===== config.mk =====
export PLATFORM = sky130hd
export DESIGN_NAME = ofdm_symbol_mapper_with_pilots_unit
export DESIGN_NICKNAME = d
export VERILOG_FILES = /design/src/design/osm_pkg.sv /design/src/design/osm_front.sv /design/src/design/osm_queue.sv /design/src/design/osm_back.sv /design/src/design/ofdm_symbol_mapper_with_pilots_unit.sv
export SDC_FILE = /design/constraint.sdc
export NUM_CORES = 1
export LEC_CHECK = 0
export BUFFER_PORTS_ARGS = -buffer_cell sky130_fd_sc_hd__buf_2
export CORE_ASPECT_RATIO = 0.7
export CORE_UTILIZATION = 30
export DETAILED_ROUTE_END_ITERATION = 10
export PLACE_DENSITY = 0.46
export SYNTH_ARGS = -nofsm -noshare
export SYNTH_HDL_FRONTEND = slang
export SYNTH_SLANG_ARGS = --single-unit

===== constraint.sdc =====
create_clock -name clk -period 2.6 [get_ports clk]
set_clock_uncertainty 0.1 [all_clocks]
set_input_delay 0.52 -clock clk [delete_from_list [all_inputs] [get_ports clk]]
set_output_delay 0.52 -clock clk [all_outputs]
set_load 0.005 [all_outputs]

===== src/design/osm_pkg.sv =====
// Shared types, constants and mapping functions of the OFDM symbol mapper.
`default_nettype none
package osm_pkg;

    localparam int VAL_W       = 17;
    localparam int POS_W       = 4;
    localparam int STREAM_W    = 2;
    localparam int PAYLOAD_W   = 6;
    localparam int MOD_W       = 2;
    localparam int BITS_W      = 4;
    localparam int CFG_INDEX_W = 3;
    localparam int QUEUE_DEPTH = 4;
    localparam int QPTR_W      = $clog2(QUEUE_DEPTH);

    // Configuration register indexes
    localparam logic [CFG_INDEX_W-1:0] REG_MOD_STREAM0 = 3'd0;
    localparam logic [CFG_INDEX_W-1:0] REG_MOD_STREAM1 = 3'd1;
    localparam logic [CFG_INDEX_W-1:0] REG_MOD_STREAM2 = 3'd2;
    localparam logic [CFG_INDEX_W-1:0] REG_MOD_STREAM3 = 3'd3;

    // Modulation codes; the unused code maps as 16QAM
    localparam logic [MOD_W-1:0] MOD_BPSK  = 2'd0;
    localparam logic [MOD_W-1:0] MOD_QPSK  = 2'd1;
    localparam logic [MOD_W-1:0] MOD_QAM16 = 2'd2;

    localparam logic [POS_W-1:0] POS_LAST     = 4'd13;
    localparam logic [POS_W-1:0] SC_PILOT_LO  = 4'd0;
    localparam logic [POS_W-1:0] SC_PILOT_HI  = 4'd15;

    localparam logic signed [VAL_W-1:0] ONE_Q15  = 17'sd32768;
    localparam logic signed [VAL_W-1:0] QPSK_MAG = 17'sd23170;

    // PN sequence, bit i set where the sign of payload symbol i is -1
    localparam logic [63:0] PN_NEG = 64'h9836_BA32_2049_A7B8;

    typedef logic signed [VAL_W-1:0] val_t;

    typedef struct packed {
        val_t re;
        val_t im;
    } point_t;

    // One classified input item
    typedef struct packed {
        logic [STREAM_W-1:0] stream;
        logic [MOD_W-1:0]    mode;
        logic [BITS_W-1:0]   bits;
        logic [POS_W-1:0]    pos;
        logic                first;
        logic                final_pos;
        logic                pn_neg;
        logic                frame_end;
    } cmd_t;

    typedef struct packed {
        logic [STREAM_W-1:0] stream;
        logic [POS_W-1:0]    subcarrier;
        val_t                re;
        val_t                im;
        logic                is_pilot;
        logic                frame_end;
        logic                last;
    } result_t;

    function automatic val_t qam_level(input logic [1:0] code);
        val_t v;
        case (code)
            2'd0:    v = -17'sd31088;
            2'd1:    v = -17'sd10362;
            2'd2:    v = 17'sd31087;
            default: v = 17'sd10361;
        endcase
        return v;
    endfunction

    function automatic point_t map_data(input logic [MOD_W-1:0] mode,
                                        input logic [BITS_W-1:0] bits);
        point_t p;
        case (mode)
            MOD_BPSK:
            begin
                p.re = bits[0] ? ONE_Q15 : -ONE_Q15;
                p.im = '0;
            end
            MOD_QPSK:
            begin
                p.re = bits[1] ? QPSK_MAG : -QPSK_MAG;
                p.im = bits[0] ? QPSK_MAG : -QPSK_MAG;
            end
            default:
            begin
                p.re = qam_level(bits[3:2]);
                p.im = qam_level(bits[1:0]);
            end
        endcase
        return p;
    endfunction

    // Streams 0,1 have a negative real part, streams 1,3 a negative imaginary part; pn_neg inverts both
    function automatic point_t pilot_point(input logic [STREAM_W-1:0] stream,
                                           input logic pn_neg);
        point_t p;
        p.re = ((~stream[1]) ^ pn_neg) ? -QPSK_MAG : QPSK_MAG;
        p.im = (stream[0] ^ pn_neg) ? -QPSK_MAG : QPSK_MAG;
        return p;
    endfunction

endpackage
`default_nettype wire


===== src/design/osm_front.sv =====
// Front end: configuration registers, frame counters and item classification.
`default_nettype none
module osm_front #(
    parameter int PAYLOAD_SYMBOLS = 16,
    parameter int STREAMS         = 4
) (
    input  wire logic                               clk,
    input  wire logic                               rst_n,
    input  wire logic                               cfg_valid,
    input  wire logic [osm_pkg::CFG_INDEX_W-1:0]    cfg_index,
    input  wire logic [osm_pkg::MOD_W-1:0]          cfg_data,
    input  wire logic                               in_valid,
    output logic                                    in_ready,
    input  wire logic [osm_pkg::BITS_W-1:0]         in_bits,
    input  wire logic                               q_full,
    output logic                                    push,
    output osm_pkg::cmd_t                           cmd
);
    import osm_pkg::*;

    localparam logic [STREAM_W-1:0]  STREAM_LAST  = STREAM_W'(STREAMS - 1);
    localparam logic [PAYLOAD_W-1:0] PAYLOAD_LAST = PAYLOAD_W'(PAYLOAD_SYMBOLS - 1);

    logic [MOD_W-1:0]     mod_reg [4];
    logic [PAYLOAD_W-1:0] payload_reg, payload_next;
    logic [STREAM_W-1:0]  stream_reg, stream_next;
    logic [POS_W-1:0]     pos_reg, pos_next;
    logic                 final_pos;
    logic                 stream_wrap;
    logic                 payload_wrap;

    assign in_ready     = !q_full;
    assign push         = in_valid && !q_full;
    assign final_pos    = pos_reg >= POS_LAST;
    assign stream_wrap  = stream_reg >= STREAM_LAST;
    assign payload_wrap = payload_reg >= PAYLOAD_LAST;

    always_comb
    begin
        cmd.stream    = stream_reg;
        cmd.mode      = mod_reg[stream_reg];
        cmd.bits      = in_bits;
        cmd.pos       = pos_reg;
        cmd.first     = pos_reg == '0;
        cmd.final_pos = final_pos;
        cmd.pn_neg    = PN_NEG[payload_reg];
        cmd.frame_end = stream_wrap && payload_wrap;
    end

    always_comb
    begin
        pos_next     = pos_reg;
        stream_next  = stream_reg;
        payload_next = payload_reg;
        if (push)
        begin
            if (final_pos)
            begin
                pos_next = '0;
                if (stream_wrap)
                begin
                    stream_next  = '0;
                    payload_next = payload_wrap ? '0 : payload_reg + 1'b1;
                end
                else
                begin
                    stream_next = stream_reg + 1'b1;
                end
            end
            else
            begin
                pos_next = pos_reg + 1'b1;
            end
        end
    end

    always_ff @(posedge clk or negedge rst_n)
    begin
        if (!rst_n)
        begin
            pos_reg     <= '0;
            stream_reg  <= '0;
            payload_reg <= '0;
            mod_reg[0]  <= MOD_BPSK;
            mod_reg[1]  <= MOD_BPSK;
            mod_reg[2]  <= MOD_BPSK;
            mod_reg[3]  <= MOD_BPSK;
        end
        else
        begin
            pos_reg     <= pos_next;
            stream_reg  <= stream_next;
            payload_reg <= payload_next;
            if (cfg_valid)
            begin
                case (cfg_index)
                    REG_MOD_STREAM0: mod_reg[0] <= cfg_data;
                    REG_MOD_STREAM1: mod_reg[1] <= cfg_data;
                    REG_MOD_STREAM2: mod_reg[2] <= cfg_data;
                    REG_MOD_STREAM3: mod_reg[3] <= cfg_data;
                    default:         ;
                endcase
            end
        end
    end

endmodule
`default_nettype wire


===== src/design/osm_queue.sv =====
// Short command queue between the front end and the result generator.
`default_nettype none
module osm_queue (
    input  wire logic          clk,
    input  wire logic          rst_n,
    input  wire logic          push,
    input  wire osm_pkg::cmd_t push_cmd,
    output logic               full,
    input  wire logic          pop,
    output logic               empty,
    output osm_pkg::cmd_t      head
);
    import osm_pkg::*;

    cmd_t                mem_reg [QUEUE_DEPTH];
    logic [QPTR_W-1:0]   wr_ptr_reg, wr_ptr_next;
    logic [QPTR_W-1:0]   rd_ptr_reg, rd_ptr_next;
    logic [QPTR_W:0]     count_reg, count_next;

    assign full  = count_reg == (QPTR_W+1)'(QUEUE_DEPTH);
    assign empty = count_reg == '0;
    assign head  = mem_reg[rd_ptr_reg];

    always_comb
    begin
        wr_ptr_next = push ? wr_ptr_reg + 1'b1 : wr_ptr_reg;
        rd_ptr_next = pop ? rd_ptr_reg + 1'b1 : rd_ptr_reg;
        count_next  = count_reg + (QPTR_W+1)'(push) - (QPTR_W+1)'(pop);
    end

    always_ff @(posedge clk or negedge rst_n)
    begin
        if (!rst_n)
        begin
            wr_ptr_reg <= '0;
            rd_ptr_reg <= '0;
            count_reg  <= '0;
        end
        else
        begin
            wr_ptr_reg <= wr_ptr_next;
            rd_ptr_reg <= rd_ptr_next;
            count_reg  <= count_next;
        end
    end

    always_ff @(posedge clk)
    begin
        if (push)
        begin
            mem_reg[wr_ptr_reg] <= push_cmd;
        end
    end

endmodule
`default_nettype wire


===== src/design/osm_back.sv =====
// Back end: expands each command into pilot and data results, one per cycle unless out_ready stalls it.
`default_nettype none
module osm_back (
    input  wire logic          clk,
    input  wire logic          rst_n,
    input  wire logic          empty,
    input  wire osm_pkg::cmd_t head,
    output logic               pop,
    output logic               out_valid,
    input  wire logic          out_ready,
    output osm_pkg::result_t   out_result
);
    import osm_pkg::*;

    localparam logic [1:0] PH_START = 2'd0;
    localparam logic [1:0] PH_DATA  = 2'd1;
    localparam logic [1:0] PH_TAIL  = 2'd2;

    logic [1:0] phase_reg, phase_next;
    logic       valid_reg;
    result_t    result_reg, result_next;
    logic       load;
    logic       emit_head;
    logic       emit_tail;
    point_t     data_pt;
    point_t     pilot_pt;

    assign load      = !empty && (!valid_reg || out_ready);
    assign emit_head = (phase_reg == PH_START) && head.first;
    assign emit_tail = phase_reg == PH_TAIL;
    assign data_pt   = map_data(head.mode, head.bits);
    assign pilot_pt  = pilot_point(head.stream, head.pn_neg);

    always_comb
    begin
        result_next.stream = head.stream;
        phase_next         = phase_reg;
        pop                = 1'b0;
        if (emit_head)
        begin
            result_next.subcarrier = SC_PILOT_LO;
            result_next.re         = pilot_pt.re;
            result_next.im         = pilot_pt.im;
            result_next.is_pilot   = 1'b1;
            result_next.frame_end  = 1'b0;
            result_next.last       = 1'b0;
            if (load)
            begin
                phase_next = PH_DATA;
            end
        end
        else if (emit_tail)
        begin
            result_next.subcarrier = SC_PILOT_HI;
            result_next.re         = pilot_pt.re;
            result_next.im         = pilot_pt.im;
            result_next.is_pilot   = 1'b1;
            result_next.frame_end  = head.frame_end;
            result_next.last       = 1'b1;
            if (load)
            begin
                phase_next = PH_START;
                pop        = 1'b1;
            end
        end
        else
        begin
            result_next.subcarrier = head.pos + 1'b1;
            result_next.re         = data_pt.re;
            result_next.im         = data_pt.im;
            result_next.is_pilot   = 1'b0;
            result_next.frame_end  = 1'b0;
            result_next.last       = !head.final_pos;
            if (load)
            begin
                if (head.final_pos)
                begin
                    phase_next = PH_TAIL;
                end
                else
                begin
                    phase_next = PH_START;
                    pop        = 1'b1;
                end
            end
        end
    end

    always_ff @(posedge clk or negedge rst_n)
    begin
        if (!rst_n)
        begin
            phase_reg <= PH_START;
            valid_reg <= 1'b0;
        end
        else
        begin
            phase_reg <= phase_next;
            if (load)
            begin
                valid_reg <= 1'b1;
            end
            else if (out_ready)
            begin
                valid_reg <= 1'b0;
            end
        end
    end

    always_ff @(posedge clk)
    begin
        if (load)
        begin
            result_reg <= result_next;
        end
    end

    assign out_valid  = valid_reg;
    assign out_result = result_reg;

endmodule
`default_nettype wire


===== src/design/ofdm_symbol_mapper_with_pilots_unit.sv =====
// Top level of the OFDM symbol mapper with pilot insertion.
`default_nettype none
// Maps one group of symbol bits per data subcarrier to a Q15 constellation
// point and inserts the stream's pilots at subcarriers 0 and 15, so a
// 14-item symbol of one stream becomes 16 output transfers. Inputs are
// classified by the front end and queued (four entries); the back end
// emits one result per cycle unless m_axis_tready stalls it, from a
// registered output stage. An input yields one output transfer, two on
// the first and last data subcarrier of a stream's symbol, all on one
// port; each passes the queue, then the output register. The user
// must write modulation registers only while idle; no check in the block.
module ofdm_symbol_mapper_with_pilots_unit #(
    parameter int PAYLOAD_SYMBOLS = 16,
    parameter int STREAMS         = 4
) (
    input  wire logic                               clk,
    input  wire logic                               rst_n,
    input  wire logic                               cfg_valid,
    output logic                                    cfg_ready,
    input  wire logic [osm_pkg::CFG_INDEX_W-1:0]    cfg_index,
    input  wire logic [osm_pkg::MOD_W-1:0]          cfg_data,
    input  wire logic                               s_axis_tvalid,
    output logic                                    s_axis_tready,
    // [3:0] symbol_bits, [7:4] zero
    input  wire logic [7:0]                         s_axis_tdata,
    output logic                                    m_axis_tvalid,
    input  wire logic                               m_axis_tready,
    // [1:0] stream_index, [5:2] subcarrier, [22:6] real_part, [39:23] imag_part
    output logic [39:0]                             m_axis_tdata,
    // [0] is_pilot, [1] frame_end
    output logic [1:0]                              m_axis_tuser,
    output logic                                    m_axis_tlast
);
    import osm_pkg::*;

    logic    q_full;
    logic    q_empty;
    logic    push;
    logic    pop;
    cmd_t    push_cmd;
    cmd_t    head;
    result_t result;

    assign cfg_ready = 1'b1;

    osm_front #(
        .PAYLOAD_SYMBOLS (PAYLOAD_SYMBOLS),
        .STREAMS         (STREAMS)
    ) u_front (
        .clk       (clk),
        .rst_n     (rst_n),
        .cfg_valid (cfg_valid),
        .cfg_index (cfg_index),
        .cfg_data  (cfg_data),
        .in_valid  (s_axis_tvalid),
        .in_ready  (s_axis_tready),
        .in_bits   (s_axis_tdata[BITS_W-1:0]),
        .q_full    (q_full),
        .push      (push),
        .cmd       (push_cmd)
    );

    osm_queue u_queue (
        .clk      (clk),
        .rst_n    (rst_n),
        .push     (push),
        .push_cmd (push_cmd),
        .full     (q_full),
        .pop      (pop),
        .empty    (q_empty),
        .head     (head)
    );

    osm_back u_back (
        .clk        (clk),
        .rst_n      (rst_n),
        .empty      (q_empty),
        .head       (head),
        .pop        (pop),
        .out_valid  (m_axis_tvalid),
        .out_ready  (m_axis_tready),
        .out_result (result)
    );

    assign m_axis_tdata = {result.im, result.re, result.subcarrier, result.stream};
    assign m_axis_tuser = {result.frame_end, result.is_pilot};
    assign m_axis_tlast = result.last;

`ifndef SYNTH
    // Frame end only on the closing pilot of a symbol
    a_frame_end_tail: assert property (@(posedge clk) disable iff (!rst_n)
        m_axis_tvalid && result.frame_end |->
            result.is_pilot && result.last && result.subcarrier == SC_PILOT_HI)
        else $error("frame_end on a result other than the closing pilot");

    // Opening pilot is never marked last; a data result of the same item follows it
    a_head_not_last: assert property (@(posedge clk) disable iff (!rst_n)
        m_axis_tvalid && result.is_pilot && result.subcarrier == SC_PILOT_LO |->
            !result.last)
        else $error("opening pilot marked as last result");

    // Data never lands on a pilot subcarrier
    a_data_position: assert property (@(posedge clk) disable iff (!rst_n)
        m_axis_tvalid && !result.is_pilot |->
            result.subcarrier != SC_PILOT_LO && result.subcarrier != SC_PILOT_HI)
        else $error("data result on a pilot subcarrier");

    // A pop needs a queued command
    a_pop_nonempty: assert property (@(posedge clk) disable iff (!rst_n)
        pop |-> !q_empty)
        else $error("queue popped while empty");
`endif

endmodule
`default_nettype wire

==> metrics.yaml, run 1 <==
hp-class: "primary input to async pin"
fin_crit_sh: 0.999
drt-pass1-iter-count: 4
post-route-drc-count: 0
grt_max_degree: 31
fin_area_mm2: 0.00695
synthCells: 371
powerDensity_mw_per_mm2: 1420
start_kind: "flop"
cts.sinks: 123
path_cells: "mux4_2, and2_4, a211oi_4, ha_1, inv_2, ha_4, inv_2, fa_2, xnor2_2, xnor2_1"
slowest_stage: "mux4_2"
area_delta_synth_final_pct: 21.1
clkSlewWorstSetupHoldPaths_ps: 50
drive_above_1_share: 0.322
antenna_found_initial: 0
wl_mm: 10.7
comb_power_share: 0.412
rsz0062_at_grt: "yes"
vias: 3235
cts_made_buffers: 17
maxCapViolations: 0
die_h_um: 118
synth_edf_count: 93
cts_buffer_depth: 2
setup.worst_path.end_class: "flop"
synth_largest_area_cell: "edfxtp_1"
reg2regPathDepth: 10
required_ps: 2780
yosysWarnings: 0
r2r-start: "u_queue.rd_ptr_reg[0]"
ant_nets: 0
rows: 41
wl_met2_mm: 4.89
r2r_end: "u_queue.count_reg[2]"
p_int_mw: 6.57
coreArea_mm2: 0.0184
p_sw_mw: 3.30
dp.cells: 658
r2r_slack_ps: 3
seq_area_frac_synth: 0.618
finalCriticalPeriod_ps: 2600
largest_reg_flops: 64
async_reset_ff_frac: 0.244
clk_latency_ps: 410
crit_top_cell: "inv_2"
synthTopCellsByArea: "edfxtp_1, dfrtp_1, mux4_1"
max_stage_delay_ps: 500
arrival_ps: 2780
grt_overflow: 0
tightest_slew_ps: 941
io_buffers: 58
finalSetupViolCount: 0
ys.flop_type: "edfxtp_1"
hpwl_mm: 7.30
max_freq_ghz: 0.385
track_usage: 0.118
antenna_cells: 0
grt_pass1_wl_mm: 17.7
fin_util: 0.378
synth_cell_types: 61
via_per_inst: 4.67
wl_met1_mm: 5.28
irDropWorstVdd_mv: 0.504
n_fill_cell: 1757
die_w_um: 167
top_layer: "met4"
p_leak_nw: 2.74
ys_ff_latch: 123
path_delay_family: "adder cells"
fin_cells: 692
wl_met3_um: 429
slew_viol_final: 0
pwr-share-clk: 0.232
path_class: "flop to flop"
relSlewSlack: 0.371
placed_area_mm2: 0.00630
synth_nets: 414
syn_avg_cell_area_um2: 15.5
crit_path_max_fanout: 5
syn_area_mm2: 0.00574
dr.first_iter.drc_count: 215
synth.most_common_cell: "edfxtp_1"
floorplan.initialDensity: 0.312
htreeDepth: 4
p_sw_frac: 0.334
clockRootBuffer: "clkbuf_16"
synth_top_cell_area_share: 0.487
p_seq_frac: 0.356
globalplace.congestion: 0.735
ioPinCount: 64
fp.dieArea_mm2: 0.0197
yosys-top-cells-count: "edfxtp_1, dfrtp_1, ha_1, inv_1, buf_4"
cts_tree: "built"
fin_nets: 487
hold_viol_final: 0
path_buf_inv: 2
post_drt_wl_per_cell_um: 15.5
grt_pass1_vias: 3271
status: "finished, final reports clean"
per-stage QoR:
step	power [mW]	hold WS (ps)	setup TNS [ps]	worst slack, ps
final	9.87	63.2	0	3.35
after global routing	10.6	120	-124	-111
after CTS	9.85	90.2	-52.9	-52.9
after detailed placement	7.46	396	-401	-155
after global placement	7.39	392	-237	-118
after floorplan	6.28	124	-48.4	-48.4
layer usage:
| metal | vias to the layer above | GRT usage |
|---|---|---|
| li1 | 1532 | - |
| met1 | 1614 | 0.161 |
| met2 | 77 | 0.179 |
| met3 | 12 | 0.0313 |
| met4 | 0 | 0.0482 |
| met5 | - | 0 |
area by class of cell:
| class | count | area, um^2 | area share |
|---|---|---|---|
| clock inverters | 10 | 125 | 0.0180 |
| clock buffers | 21 | 440 | 0.0634 |
| well taps | 236 | 295 | 0.0425 |
| repair buffers | 80 | 472 | 0.0679 |
| flip-flops and latches | 123 | 3540 | 0.510 |
| multi-input cells | 198 | 1980 | 0.285 |
| inverters | 24 | 90.1 | 0.0130 |
worst max-delay path by stage:
| stage | startpoint | to | slack [ps] | depth (start not counted) |
|---|---|---|---|---|
| floorplan | u_queue.rd_ptr_reg[0] | u_queue.count_reg[2] | -50 | 11 |
| global placement | u_queue.rd_ptr_reg[0] | u_queue.count_reg[2] | -120 | 10 |
| detailed placement | u_queue.rd_ptr_reg[0] | u_queue.count_reg[2] | -150 | 10 |
| CTS | u_queue.rd_ptr_reg[0] | u_queue.count_reg[2] | -50 | 10 |
| global route | u_queue.rd_ptr_reg[0] | u_queue.count_reg[2] | -110 | 10 |
| finish | u_queue.rd_ptr_reg[0] | u_queue.count_reg[2] | 3 | 10 |
power groups by stage:
stage	registers (mW)	clock network (mW)	logic, mW
after detailed placement	3.55	0	3.91
after floorplan	3.46	0	2.82
after global placement	3.52	0	3.87
final	3.51	2.29	4.07
after CTS	3.52	2.35	3.98
after global routing	3.61	2.44	4.56
cells by family (layout without fill, tap and decap cells):
| logic type | Yosys count | after routing | share of synthesized area |
|---|---|---|---|
| AOI/OAI and AO/OA | 53 | 53 | 0.0755 |
| xor gates and xnor gates | 9 | 9 | 0.0137 |
| adders and majority gates | 25 | 25 | 0.0558 |
| buffers and inverters | 50 | 135 | 0.0480 |
| DFF | 123 | 123 | 0.618 |
| muxes | 38 | 38 | 0.116 |
| other | 1 | 1 | 0.000654 |
| and+or+nand+nor | 72 | 72 | 0.0726 |
cell usage in the layout, fill, tap and decap left out, types with 7 or more instances in the layout:
cell,n
ha_1,23
nand2b_1,7
clkbuf_16,17
nand2_1,11
buf_4,20
buf_2,58
mux4_1,9
inv_1,20
nor2_1,15
mux4_2,9
edfxtp_1,93
o21ai_0,11
dfrtp_1,29
a21oi_1,7
mux2_2,12
repair_timing:
item | CTS | global route
buffers inserted | 1 | 2
hold buffers | 0 | 0
pin swaps | 2 | 5
setup endpoints to repair | 5 | 13
resized for setup | 4 | 15
hold endpoints to repair | 0 | 0
(Power assumes the default switching activity.)
==> run 2: changes to the inputs <==
--- a/config.mk
+++ b/config.mk
@@ -6,7 +6,8 @@
 export NUM_CORES = 1
 export LEC_CHECK = 0
 export BUFFER_PORTS_ARGS = -buffer_cell sky130_fd_sc_hd__buf_2
-export CORE_ASPECT_RATIO = 0.7
+export CORE_ASPECT_RATIO = 0.75
+export CORE_MARGIN = 2
 export CORE_UTILIZATION = 30
 export DETAILED_ROUTE_END_ITERATION = 10
 export PLACE_DENSITY = 0.46
==> run 2 against run 1 <==
Against the previous run: via count is 0.77% lower; sequential share of layout area grew 0.22 points; hold slack better by 20 ps; total power decreased by 2.3%; critical path depth unchanged; wire length increased by 3.4%.
==> metrics.yaml, run 2 (synthesis results as in run 1) <==
status: "finished, final reports clean"
floorplan.initialDensity: 0.308
die_h_um: 124
dr.first_iter.drc_count: 238
dp.cells: 677
die_w_um: 164
cts_buffer_depth: 2
largest_reg_flops: 64
p_total_mw: 9.64
post_drt_wl_per_cell_um: 15.7
start_kind: "flop"
setup_tns_ps: 0
track_usage: 0.119
max_freq_ghz: 0.385
fin_nets: 492
grt_pass1_wl_mm: 18.0
regArea_mm2: 0.00354
fp.dieArea_mm2: 0.0203
antenna_cells: 0
path_cells: "mux2_4, or2_4, a211oi_4, ha_1, inv_1, ha_1, inv_1, fa_2, xnor2_2, xnor2_1"
htreeDepth: 4
clk_latency_ps: 410
antenna_found_initial: 0
r2r_slack_ps: 4
fin_crit_sh: 0.999
final_cell_mix: "edfxtp_1, buf_2, dfrtp_1"
finalCriticalPeriod_ps: 2600
required_ps: 2790
p_leak_nw: 2.74
relSlewSlack: 0.485
irDropWorstVdd_mv: 0.458
vias: 3210
n_fill_cell: 1799
ant_nets: 0
path_class: "flop to flop"
slowest_stage: "dfrtp_2"
fin_util: 0.372
powerDensity_mw_per_mm2: 1390
clockRootBuffer: "clkbuf_16"
max_stage_delay_ps: 440
r2r-start: "u_queue.rd_ptr_reg[0]"
coreArea_mm2: 0.0186
area_delta_synth_final_pct: 20.5
multi_input_area_mm2: 0.00195
ioPinCount: 64
cts.sinks: 123
clkSlewWorstSetupHoldPaths_ps: 50
postCtsSetupRepairBufs: 0
io_buffers: 58
rows: 43
hold_viol_final: 0
maxCapViolations: 0
final_common_cell: "edfxtp_1"
globalplace.congestion: 0.722
drive_above_1_share: 0.317
post-route-drc-count: 0
cts_made_buffers: 17
slew_viol_final: 0
grt_max_degree: 31
hp-class: "primary input to async pin"
grt_pass1_vias: 3272
via_per_inst: 4.53
hpwl_mm: 7.54
rsz0062_at_grt: "yes"
finalSetupViolCount: 0
cts_hold_buffers: 0
r2r_end: "u_queue.count_reg[2]"
arrival_ps: 2790
grt_overflow: 0
crit_path_max_fanout: 4
drt-pass1-iter-count: 4
setup.worst_path.end_class: "flop"
wl_mm: 11.1
tightest_slew_ps: 773
reg2regPathDepth: 10
fin_cells: 708
cts_tree: "built"
## run 2: worst max-delay path by stage
stage,start,to,slack (ps),depth (start not counted)
2_1_floorplan,u_queue.rd_ptr_reg[0],u_queue.count_reg[2],-50,11
3_3_place_gp,u_queue.rd_ptr_reg[0],u_queue.count_reg[2],-40,10
3_5_place_dp,u_queue.rd_ptr_reg[0],u_queue.count_reg[2],-80,10
4_1_cts,u_queue.rd_ptr_reg[0],u_queue.count_reg[2],-10,10
5_1_grt,u_queue.rd_ptr_reg[0],u_queue.count_reg[2],-120,10
6_report,u_queue.rd_ptr_reg[0],u_queue.count_reg[2],4,10
## run 2: power breakdown
group | internal, mW | leakage [nW] | switching (mW)
combinational | 1.92 | 1.26 | 2.12
sequential | 3.14 | 1.23 | 0.378
clock | 1.28 | 0.249 | 0.806
total | 6.34 | 2.74 | 3.30
## run 2: area by class of cell
cell class / count / share of cell area
clock buffers: 20 / 0.0631
clock inverters: 11 / 0.0116
inverters: 24 / 0.0130
multi-input cells: 198 / 0.281
flip-flops and latches: 123 / 0.512
well taps: 247 / 0.0447
repair buffers: 85 / 0.0736
## run 2: layer usage
metal,vias to the layer above,share of wire,GRT usage
met3,15,0.046,0.0333
met4,0,0.015,0.0510
met1,1574,0.50,0.162
li1,1548,-,-
met2,73,0.44,0.180
met5,-,0,0
## run 2: repair_timing
action,in CTS,in global routing
pin swaps,2,1
cloned,0,0
setup endpoints to repair,2,5
gates resized for setup,6,1
## run 2: critical path, delay by kind of cell, from the launching register on
kind	cells	cell delay, ps
compound gates	1	260
xor+xnor	2	270
fa+ha+maj	3	730
buf+inv	2	100
flops	1	440
mux	1	310
simple gates	1	250
## run 2: metrics by stage
step | cell area [um^2] | setup WS, ps | hold WS [ps]
after floorplan | 5750 | -48.4 | 124
after global placement | 6380 | -43.8 | 389
after detailed placement | 6380 | -77.9 | 400
after CTS | 6920 | -10.0 | 95.9
after global routing | 6920 | -117 | 141
final | 6920 | 3.75 | 82.8
